## config.mk

```make
export PLATFORM = sky130hd
export DESIGN_NAME = two_class_alternating_queue
export DESIGN_NICKNAME = d
export VERILOG_FILES = /design/src/hw/rtl/tcaq_pkg.sv /design/src/hw/rtl/tcaq_ram.sv /design/src/hw/rtl/two_class_alternating_queue.sv
export SDC_FILE = /design/constraint.sdc
export NUM_CORES = 1
export LEC_CHECK = 0
export ABC_CLOCK_PERIOD_IN_PS = 4750
export BUFFER_PORTS_ARGS = -buffer_cell sky130_fd_sc_hd__buf_2
export CAP_MARGIN = 10
export CELL_PAD_IN_SITES_DETAIL_PLACEMENT = 0
export CELL_PAD_IN_SITES_GLOBAL_PLACEMENT = 2
export CORE_MARGIN = 5
export CORE_UTILIZATION = 46
export DETAILED_ROUTE_END_ITERATION = 10
export PLACE_DENSITY_LB_ADDON = 0.1
export SLEW_MARGIN = 20
export SYNTH_ARGS = -nofsm -noshare
export SYNTH_HDL_FRONTEND = slang
export SYNTH_SLANG_ARGS = --single-unit
```

## constraint.sdc

```tcl
create_clock -name clock -period 4.75 [get_ports clock]
set_input_delay 0.475 -clock clock [delete_from_list [all_inputs] [get_ports clock]]
set_output_delay 0.475 -clock clock [all_outputs]
set_load 0.03 [all_outputs]
```

## src/hw/rtl/tcaq_pkg.sv

```systemverilog
// tcaq_pkg: shared types and constants for the two-class alternating queue
`timescale 1ns / 1ps
`default_nettype none

package tcaq_pkg;

   // default number of slots in each class queue
   localparam int TCAQ_DEPTH  = 16;
   // width of one data word
   localparam int TCAQ_DATA_W = 32;

   typedef enum logic {
      CMD_ENQUEUE = 1'b0,
      CMD_DEQUEUE = 1'b1
   } cmd_type;

   typedef enum logic [1:0] {
      STATUS_OK    = 2'd0,
      STATUS_FULL  = 2'd1,
      STATUS_EMPTY = 2'd2
   } status_type;

   typedef enum logic {
      ST_IDLE = 1'b0,
      ST_READ = 1'b1
   } state_type;

   typedef struct packed {
      cmd_type                         command;
      logic                            queue_class;
      logic signed [TCAQ_DATA_W-1:0]   value;
   } req_type;

   typedef struct packed {
      status_type                      status;
      logic signed [TCAQ_DATA_W-1:0]   out_value;
      logic                            out_class;
   } rsp_type;

endpackage

`default_nettype wire

```

## src/hw/rtl/tcaq_ram.sv

```systemverilog
// tcaq_ram: generic single-write, single-read ram with registered read data
`timescale 1ns / 1ps
`default_nettype none

module tcaq_ram #(
   parameter int WIDTH = 32,
   parameter int DEPTH = 16
) (
   input  wire logic                     clock,
   input  wire logic                     wr_en,
   input  wire logic [$clog2(DEPTH)-1:0] wr_addr,
   input  wire logic [WIDTH-1:0]         wr_data,
   input  wire logic                     rd_en,
   input  wire logic [$clog2(DEPTH)-1:0] rd_addr,
   output logic      [WIDTH-1:0]         rd_data
);

   logic [WIDTH-1:0] mem_ff [DEPTH];
   logic [WIDTH-1:0] rd_data_ff;

   // write port
   always_ff @(posedge clock) begin
      if (wr_en) begin
         mem_ff[wr_addr] <= wr_data;
      end
   end

   // registered read port
   always_ff @(posedge clock) begin
      if (rd_en) begin
         rd_data_ff <= mem_ff[rd_addr];
      end
   end

   assign rd_data = rd_data_ff;

endmodule

`default_nettype wire

```

## src/hw/rtl/two_class_alternating_queue.sv

```systemverilog
// two_class_alternating_queue: two linear queues with alternating dequeue service
//
//   channel   direction   handshake             payload
//   req       in          req_valid/req_stall   req_data  (command, queue_class, value)
//   rsp       out         rsp_valid/rsp_stall   rsp_data  (status, out_value, out_class)
//
// An enqueue or a dequeue that finds both queues empty loads the result register
// directly. A dequeue that returns data reads the slot from the class ram, whose
// read data arrive in the cycle after the address. Reset clears pointers, occupancy
// flags, preference and rsp_valid; ram contents and the result payload stay
// undefined. A stalled result holds in the output register and the next request
// is stalled until that register can take a new result.
`timescale 1ns / 1ps
`default_nettype none

module two_class_alternating_queue
   import tcaq_pkg::*;
#(
   parameter int DEPTH = TCAQ_DEPTH
) (
   input  wire logic    clock,
   input  wire logic    reset,
   input  wire logic    req_valid,
   output logic         req_stall,
   input  wire req_type req_data,
   output logic         rsp_valid,
   input  wire logic    rsp_stall,
   output rsp_type      rsp_data
);

   localparam int                IDX_W = $clog2(DEPTH);
   localparam logic [IDX_W-1:0]  LAST  = IDX_W'(DEPTH - 1);

   // queue control state: per-class pointers and occupancy, shared preference and served class
   logic [IDX_W-1:0] head_ff [2];
   logic [IDX_W-1:0] head_in [2];
   logic [IDX_W-1:0] tail_ff [2];
   logic [IDX_W-1:0] tail_in [2];
   logic             occ_ff  [2];
   logic             occ_in  [2];
   logic             prefer_ff;
   logic             prefer_in;
   logic             served_ff;
   logic             served_in;

   state_type        state_ff;
   state_type        state_in;

   logic             rsp_valid_ff;
   logic             rsp_valid_in;
   rsp_type          rsp_data_ff;
   rsp_type          rsp_data_in;

   // ram ports
   logic                     wr_en     [2];
   logic [IDX_W-1:0]         wr_addr;
   logic                     rd_en     [2];
   logic [IDX_W-1:0]         rd_addr;
   logic [TCAQ_DATA_W-1:0]   rd_data   [2];

   // decode of the current request
   logic             out_free;
   logic             accept;
   logic             is_deq;
   logic             enq_cls;
   logic             enq_full;
   logic             any_occ;
   logic             pick;
   logic             load_status;
   logic             load_read;

   // per-class stores
   for (genvar c = 0; c < 2; c++) begin : g_store
      tcaq_ram #(
         .WIDTH(TCAQ_DATA_W),
         .DEPTH(DEPTH)
      ) u_ram (
         .clock   (clock),
         .wr_en   (wr_en[c]),
         .wr_addr (wr_addr),
         .wr_data (req_data.value),
         .rd_en   (rd_en[c]),
         .rd_addr (rd_addr),
         .rd_data (rd_data[c])
      );
   end

   // request decode
   always_comb begin
      out_free = !rsp_valid_ff || !rsp_stall;
      is_deq   = (req_data.command == CMD_DEQUEUE);
      enq_cls  = req_data.queue_class;
      enq_full = occ_ff[enq_cls] && (tail_ff[enq_cls] == LAST);
      any_occ  = occ_ff[0] || occ_ff[1];
      pick     = occ_ff[prefer_ff] ? prefer_ff : !prefer_ff;
      wr_addr  = occ_ff[enq_cls] ? tail_ff[enq_cls] + IDX_W'(1) : '0;
      rd_addr  = head_ff[pick];
   end

   // next state
   always_comb begin
      state_in = state_ff;
      unique case (state_ff)
         ST_IDLE: begin
            if (accept && is_deq && any_occ) begin
               state_in = ST_READ;
            end
         end
         ST_READ: begin
            state_in = ST_IDLE;
         end
         default: begin
            state_in = ST_IDLE;
         end
      endcase
   end

   // state outputs
   always_comb begin
      req_stall   = 1'b1;
      load_read   = 1'b0;
      unique case (state_ff)
         ST_IDLE: begin
            req_stall = !out_free;
         end
         ST_READ: begin
            load_read = 1'b1;
         end
         default: begin
            req_stall = 1'b1;
         end
      endcase
      accept      = req_valid && !req_stall;
      load_status = accept && (!is_deq || !any_occ);
      for (int c = 0; c < 2; c++) begin
         wr_en[c] = accept && !is_deq && !enq_full && (enq_cls == c[0]);
         rd_en[c] = accept && is_deq && any_occ && (pick == c[0]);
      end
   end

   // pointer, occupancy and preference updates
   always_comb begin
      for (int c = 0; c < 2; c++) begin
         head_in[c] = head_ff[c];
         tail_in[c] = tail_ff[c];
         occ_in[c]  = occ_ff[c];
      end
      prefer_in = prefer_ff;
      served_in = served_ff;
      if (accept && !is_deq && !enq_full) begin
         if (occ_ff[enq_cls]) begin
            tail_in[enq_cls] = tail_ff[enq_cls] + IDX_W'(1);
         end else begin
            head_in[enq_cls] = '0;
            tail_in[enq_cls] = '0;
            occ_in[enq_cls]  = 1'b1;
         end
      end
      if (accept && is_deq && any_occ) begin
         if (head_ff[pick] == tail_ff[pick]) begin
            head_in[pick] = '0;
            tail_in[pick] = '0;
            occ_in[pick]  = 1'b0;
         end else begin
            head_in[pick] = head_ff[pick] + IDX_W'(1);
         end
         prefer_in = (pick == 1'b0);
         served_in = pick;
      end
   end

   // result register
   always_comb begin
      rsp_valid_in = rsp_valid_ff && rsp_stall;
      rsp_data_in  = rsp_data_ff;
      priority if (load_read) begin
         rsp_valid_in          = 1'b1;
         rsp_data_in.status    = STATUS_OK;
         rsp_data_in.out_value = rd_data[served_ff];
         rsp_data_in.out_class = served_ff;
      end else if (load_status) begin
         rsp_valid_in          = 1'b1;
         rsp_data_in.out_value = '0;
         rsp_data_in.out_class = 1'b0;
         if (is_deq) begin
            rsp_data_in.status = STATUS_EMPTY;
         end else if (enq_full) begin
            rsp_data_in.status = STATUS_FULL;
         end else begin
            rsp_data_in.status = STATUS_OK;
         end
      end
   end

   // control registers
   always_ff @(posedge clock) begin
      if (reset) begin
         state_ff     <= ST_IDLE;
         rsp_valid_ff <= 1'b0;
         prefer_ff    <= 1'b0;
         served_ff    <= 1'b0;
         for (int c = 0; c < 2; c++) begin
            head_ff[c] <= '0;
            tail_ff[c] <= '0;
            occ_ff[c]  <= 1'b0;
         end
      end else begin
         state_ff     <= state_in;
         rsp_valid_ff <= rsp_valid_in;
         prefer_ff    <= prefer_in;
         served_ff    <= served_in;
         for (int c = 0; c < 2; c++) begin
            head_ff[c] <= head_in[c];
            tail_ff[c] <= tail_in[c];
            occ_ff[c]  <= occ_in[c];
         end
      end
   end

   // result payload
   always_ff @(posedge clock) begin
      rsp_data_ff <= rsp_data_in;
   end

   assign rsp_valid = rsp_valid_ff;
   assign rsp_data  = rsp_data_ff;

endmodule

`default_nettype wire

```

==> flow_metrics.tcl, run 1 <==
set metrics [dict create \
    whs_ns 0.102 \
    post_cts_buffers 0 \
    hold_path_depth 2 \
    tightestPinTransition_ns 1.12 \
    grt_setup_unrepaired "false" \
    yosysTopAreaCellShare_pct 73.4 \
    cts_sinks 1146 \
    grt_pass1_wl_mm 192 \
    drc 0 \
    finalWirelength_mm 132 \
    layout_commonest_cell "edfxtp_1" \
    muxShareOfSynthArea_pct 4.32 \
    yosysUniqueCellTypes 58 \
    gp_congestion 0.777 \
    syn_area_mm2 0.0459 \
    synthAdderAreaFrac_pct 0.0546 \
    die_w_um 326 \
    drt-vias-per-instance 6.17 \
    fin_ws_ns 1.08 \
    yosys.area.top_type "edfxtp_1" \
    nFillCells 8064 \
    final_nets 3167 \
    ys_seq_elements 1146 \
    num_vias 27900 \
    finalPower_mw 20.9 \
    multi_input_area_mm2 0.0109 \
    synth_compound_area_share_pct 10.6 \
    ys.flop_type "edfxtp_1" \
    finalHoldViolCount 0 \
    drv_slew 0 \
    dpl_cell_area_mm2 0.0484 \
    arrival_ns 4.11 \
    first_iter_violations 2864 \
    min_period_ns 3.67 \
    start_util_pct 46.5 \
    final_cell_mix "edfxtp_1, nand2_1, a21oi_1, nand3_1, mux2i_1" \
    grt_pass1_vias 27500 \
    synth_area_leaders "edfxtp_1, nand2_1, mux2i_1" \
    status "completed" \
    power_frac_seq_pct 53.5 \
    clockBufferDepth 3 \
    cts_tree "yes" \
    synth_xor_area_share_pct 0.286 \
    setup_tns_ns 0 \
    die_h_um 326 \
    syn-num-nets 3096 \
    slew_headroom_pct 25.2 \
    die-area_mm2 0.106 \
    grt_antenna_before_repair 1 \
    crit_type "flip-flop to flip-flop" \
    cp_max_fo 50 \
    wl_per_cell_um 29.3 \
    hold_buffers 0 \
    startpoint "prefer_ff" \
    setup_viol 0 \
    final_area_mm2 0.0523 \
    clk_latency_ns 0.70 \
    crit_path_end_kind "flip-flop" \
    synth-simple-area-share_pct 7.90 \
    vdd.ir_drop.worst_uv 317 \
    postRouteAntennaNets 0 \
    dr.pass1.iters 6 \
    min_path_type "input port to flip-flop" \
    postSynthAreaPerCell_um2 15.0 \
    coreArea_mm2 0.0987 \
    dp_cells 4292 \
    syn_inst 3056 \
    yosys_warnings 0 \
    hpwl_mm 76.3 \
    post_cts.resized_instances 0 \
    internal_power_mw 16.6 \
    track_usage_pct 24.5 \
    reg2reg_depth 10 \
    critPathRequiredTime_ns 5.19 \
    numCtsBuffers 119 \
    clkTransAtPathRegs_ns 0.06 \
    p_clk_share_pct 44.1 \
    cts_max_level 3 \
    max_cap_viol_count 0 \
    post-route-period-util_pct 77.3 \
    max_freq_ghz 0.272 \
    dp_slack_ns 0.871 \
    drive_gt1_share_pct 13.9 \
    overflow 0 \
    p_leak_nw 16.5 \
    fin_skew_ns 0.0170 \
    area_growth_pct 14.0 \
    p_switching_mw 4.30 \
    pin_count 75 \
    grt_start_max_net_pins 146 \
    fin_cells 4517 \
    yosysSeqAreaShare_pct 74.5 \
    post-route-util_pct 52.9 \
    cts_root_buffer "clkbuf_16" \
    combinationalPowerShare_pct 2.4 \
    synth-async-reset-ratio_pct 0 \
    sw_frac_of_total_pct 20.6 \
    final-seq-area_mm2 0.0342 \
    rows 115 \
    synth_edf_count 1121 \
    critical_path.startpoint_type "flip-flop" \
    port_buffers 74 \
    power.density_mw_per_mm2 400 \
    hp-start "reset" \
    synth_top_family_by_area "compound AO/OA/AOI/OAI gates" \
    rr_startpoint "prefer_ff" \
]
[state kept, by name, indices dropped and copies added (netlist names), named ones only]
signal / cells
g_store.u_ram.mem_ff: 1024
prefer_ff: 1
rsp_data: 35
g_store.u_ram.rd_data: 64
rsp_valid: 1
occ_ff: 2
state_ff: 1
head_ff: 8
tail_ff: 8
served_ff: 1
[power groups by stage]
stage	clock, mW	combinational (mW)	sequential [mW]
finish	9.23	0.504	11.2
global placement	0	0.493	11.4
floorplan	0	0.172	11.4
detailed placement	0	0.506	11.4
CTS	9.40	0.506	11.2
global route	9.84	0.535	11.2
[synth_stat cells, types with 3 or more instances]
cell,n
mux2i_4,4
o211ai_1,5
nand3b_1,63
a311oi_1,31
and3_1,35
clkbuf_1,129
a32oi_1,64
nand2b_1,9
a32o_1,63
dfxtp_1,25
buf_2,76
nor2_1,53
mux2_2,27
xor2_1,8
mux2_4,10
edfxtp_1,1121
a221oi_1,67
a21oi_1,208
o31ai_1,32
inv_1,9
nand2_1,412
and2_1,6
buf_1,15
buf_4,7
clkbuf_4,3
a22o_1,35
buf_6,4
nand3_1,152
mux2i_1,141
a31oi_1,40
o2111ai_1,26
o21ai_0,66
nor2b_1,39
a211oi_1,37
nor3_1,6
[path summary, 6_finish.rpt]
kind	end	slack [ns]
worst min register to register	rsp_data[33]	0.52
worst max register to register	g_store[1].u_ram.rd_data[29]	1.08
worst max-delay path	g_store[1].u_ram.rd_data[29]	1.08
worst min-delay path	state_ff	0.10
[routing by layer]
| metal | vias to the layer above | track usage, % | share of wire, % |
|---|---|---|---|
| met5 | - | 0 | 0.0098 |
| met4 | 2 | 6.85 | 2.6 |
| met3 | 199 | 4.57 | 7.2 |
| met2 | 1028 | 39.3 | 47 |
| met1 | 14400 | 34.6 | 43 |
| li1 | 12200 | - | - |
[critical path, cell delays in order, from the launching register on]
cell	delay (ns)
dfxtp_4	0.63
buf_4	0.55
and2_1	0.20
o21ai_0	0.08
and2_4	0.22
inv_6	0.28
buf_12	0.26
buf_4	0.30
mux2i_1	0.29
a221oi_1	0.17
a22o_1	0.30
[cell families after synthesis]
logic type | Yosys count
XOR/XNOR | 12
buffers and inverters | 244
AND/OR/NAND/NOR | 783
multiplexers | 184
AO/OA/AOI/OAI | 685
adder cells (fa/ha/maj) | 2
flip-flops | 1146
[final cells by class]
cell class              instances  share of cell area (%)
well taps                    1287                    3.08
repair buffers                184                    3.10
clock buffers                 144                    5.96
diodes                          3                  0.0144
multi-input cells            1666                    21.0
inverters                      10                  0.0958
flip-flops and latches       1146                    65.4
clock inverters                77                    1.41
Note: power is estimated with default switching activity, not from simulation.
==> run 2, diff against run 1 <==
Settings changed: ABC_CLOCK_PERIOD_IN_PS 4750 to 3350, CORE_UTILIZATION 46 to 42.
Clock period 4.75 ns to 3.35 ns, I/O delays scaled along.
==> run 2 against run 1 <==
Flip-flop and latch count is the same; non-clock buffer count grew 75; register-to-register slack lost 0.94 ns; cell area is 1.9% higher; die area grew 9.2%; wire length up 11%; critical path depth unchanged; sequential share of layout area decreased by 1.2 points; combinational power increased by 47%; maximum frequency rose by 14%; core utilization is 4.0 points lower.
==> flow_metrics.tcl, run 2 (synthesis results as in run 1) <==
set metrics [dict create \
    status "completed" \
    die_h_um 340 \
    drive_gt1_share_pct 15.4 \
    vdd.ir_drop.worst_uv 389 \
    port_buffers 74 \
    internal_power_mw 23.1 \
    slew_headroom_pct 28.1 \
    num_vias 28500 \
    fin_cells 4722 \
    overflow 0 \
    critical_path.startpoint_type "flip-flop" \
    clkTransAtPathRegs_ns 0.06 \
    finalHoldViolCount 0 \
    cts_root_buffer "clkbuf_16" \
    post-route-period-util_pct 96.0 \
    power.density_mw_per_mm2 547 \
    wl_met1_mm 62.7 \
    grt_pass1_vias 28400 \
    cts_max_level 3 \
    post_cts_buffers 0 \
    postRouteAntennaNets 0 \
    final_area_mm2 0.0532 \
    min_period_ns 3.21 \
    p_leak_nw 16.9 \
    drt-vias-per-instance 6.03 \
    grt_setup_unrepaired "false" \
    hpwl_mm 85.0 \
    max_freq_ghz 0.311 \
    dpl_cell_area_mm2 0.0495 \
    sw_frac_of_total_pct 20.7 \
    clk_latency_ns 0.70 \
    regMostFlops "g_store.u_ram.mem_ff" \
    grt_antenna_before_repair 8 \
    p_switching_mw 6.02 \
    cp_max_fo 31 \
    grt_pass1_wl_mm 207 \
    crit_type "flip-flop to flip-flop" \
    final_nets 3244 \
    start_util_pct 42.2 \
    tightestPinTransition_ns 1.08 \
    numCtsBuffers 121 \
    met3_length_mm 10.9 \
    clockBufferDepth 3 \
    area_growth_pct 16.1 \
    power_frac_seq_pct 54.4 \
    wl_per_cell_um 31.1 \
    setup_viol 0 \
    critPathRequiredTime_ns 3.78 \
    slowest_stage "o31ai_1" \
    finalPower_mw 29.1 \
    whs_ns 0.0492 \
    drv_slew 0 \
    post-route-util_pct 49.0 \
    path_cells "mux2i_4, buf_4, mux2i_4, nor2_4, inv_8, buf_12, buf_12, nand2_1, a32o_1, o31ai_1" \
    coreArea_mm2 0.109 \
    final_cell_mix "edfxtp_1, nand2_1, a21oi_1, nand3_1, mux2i_1" \
    p_clk_share_pct 43.0 \
    layout_commonest_cell "edfxtp_1" \
    combinationalPowerShare_pct 2.5 \
    min_path_type "input port to flip-flop" \
    max_cap_viol_count 0 \
    cts_sinks 1146 \
    rows 121 \
    grt_start_max_net_pins 74 \
    dr_wl_met2_mm 68.3 \
    track_usage_pct 24.8 \
    arrival_ns 3.65 \
    cts_tree "yes" \
    dr.pass1.iters 5 \
    worst-r2r-setup-slack_ns 0.14 \
    die_w_um 340 \
    largest_reg_flops 1024 \
    drc 0 \
    dp_cells 4493 \
    top_layer "met5" \
    pin_count 75 \
    finalWirelength_mm 147 \
    fin_skew_ns 0.0237 \
    first_iter_violations 2632 \
    crit_path_end_kind "flip-flop" \
    gp_congestion 0.810 \
    die-area_mm2 0.116 \
    slowest_delay_ns 0.44 \
]
run 2: through the flow:
stage	TNS [ns]	worst slack (ns)
final	0	0.135
after global routing	0	0.0147
after CTS	0	0.0979
after detailed placement	0	0.0448
after global placement	0	0.0554
after floorplan	-136.16	-0.467
run 2: layout make-up:
cell class | count | area [um^2]
fillers | 9217 | 55500
well taps | 1414 | 1770
clock buffers | 159 | 3190
clock inverters | 63 | 460
diodes | 5 | 12.5
repair buffers | 259 | 2620
flip-flops and latches | 1146 | 34200
multi-input cells | 1666 | 11000
inverters | 10 | 50.0
run 2: what timing repair did:
| action | CTS | global route |
|---|---|---|
| hold endpoints to repair | 5 | 0 |
| hold buffers | 2 | 0 |
| endpoints found under the setup margin | 1 | 1 |
| resized for setup | 1 | 1 |
run 2: final timing paths:
path | start | endpoint | cells past startpoint
worst max register to register | flip-flop | g_store[0].u_ram.rd_data[3] | 10
worst min-delay path | req_data[33] | rsp_data[34] | 3
worst min register to register | rsp_data[33] | rsp_data[33] | 2
worst max-delay path | flip-flop | g_store[0].u_ram.rd_data[3] | 10
run 2: worst max-delay path, delay by kind of cell (launching register included):
kind / cells / cell delay, ns
flip-flops: 1 / 0.39
AND/OR/NAND/NOR: 2 / 0.15
buffers and inverters: 4 / 1.00
multiplexers: 2 / 0.64
AO/OA/AOI/OAI: 2 / 0.69
run 2: per-layer routing:
metal | track usage [%] | up-vias
met1 | 34.6 | 14800
met5 | 0 | -
met3 | 4.58 | 232
met2 | 39.9 | 1050
met4 | 8.01 | 6
li1 | - | 12300
run 2: power by group through the flow:
| stage | sequential, mW | clock (mW) | combinational, mW |
|---|---|---|---|
| 6_report | 15.8 | 12.5 | 0.741 |
| 5_1_grt | 15.8 | 13.4 | 0.788 |
| 4_1_cts | 15.8 | 12.8 | 0.747 |
| 3_5_place_dp | 16.1 | 0 | 0.743 |
| 3_3_place_gp | 16.1 | 0 | 0.728 |
| 2_1_floorplan | 16.2 | 0 | 0.246 |
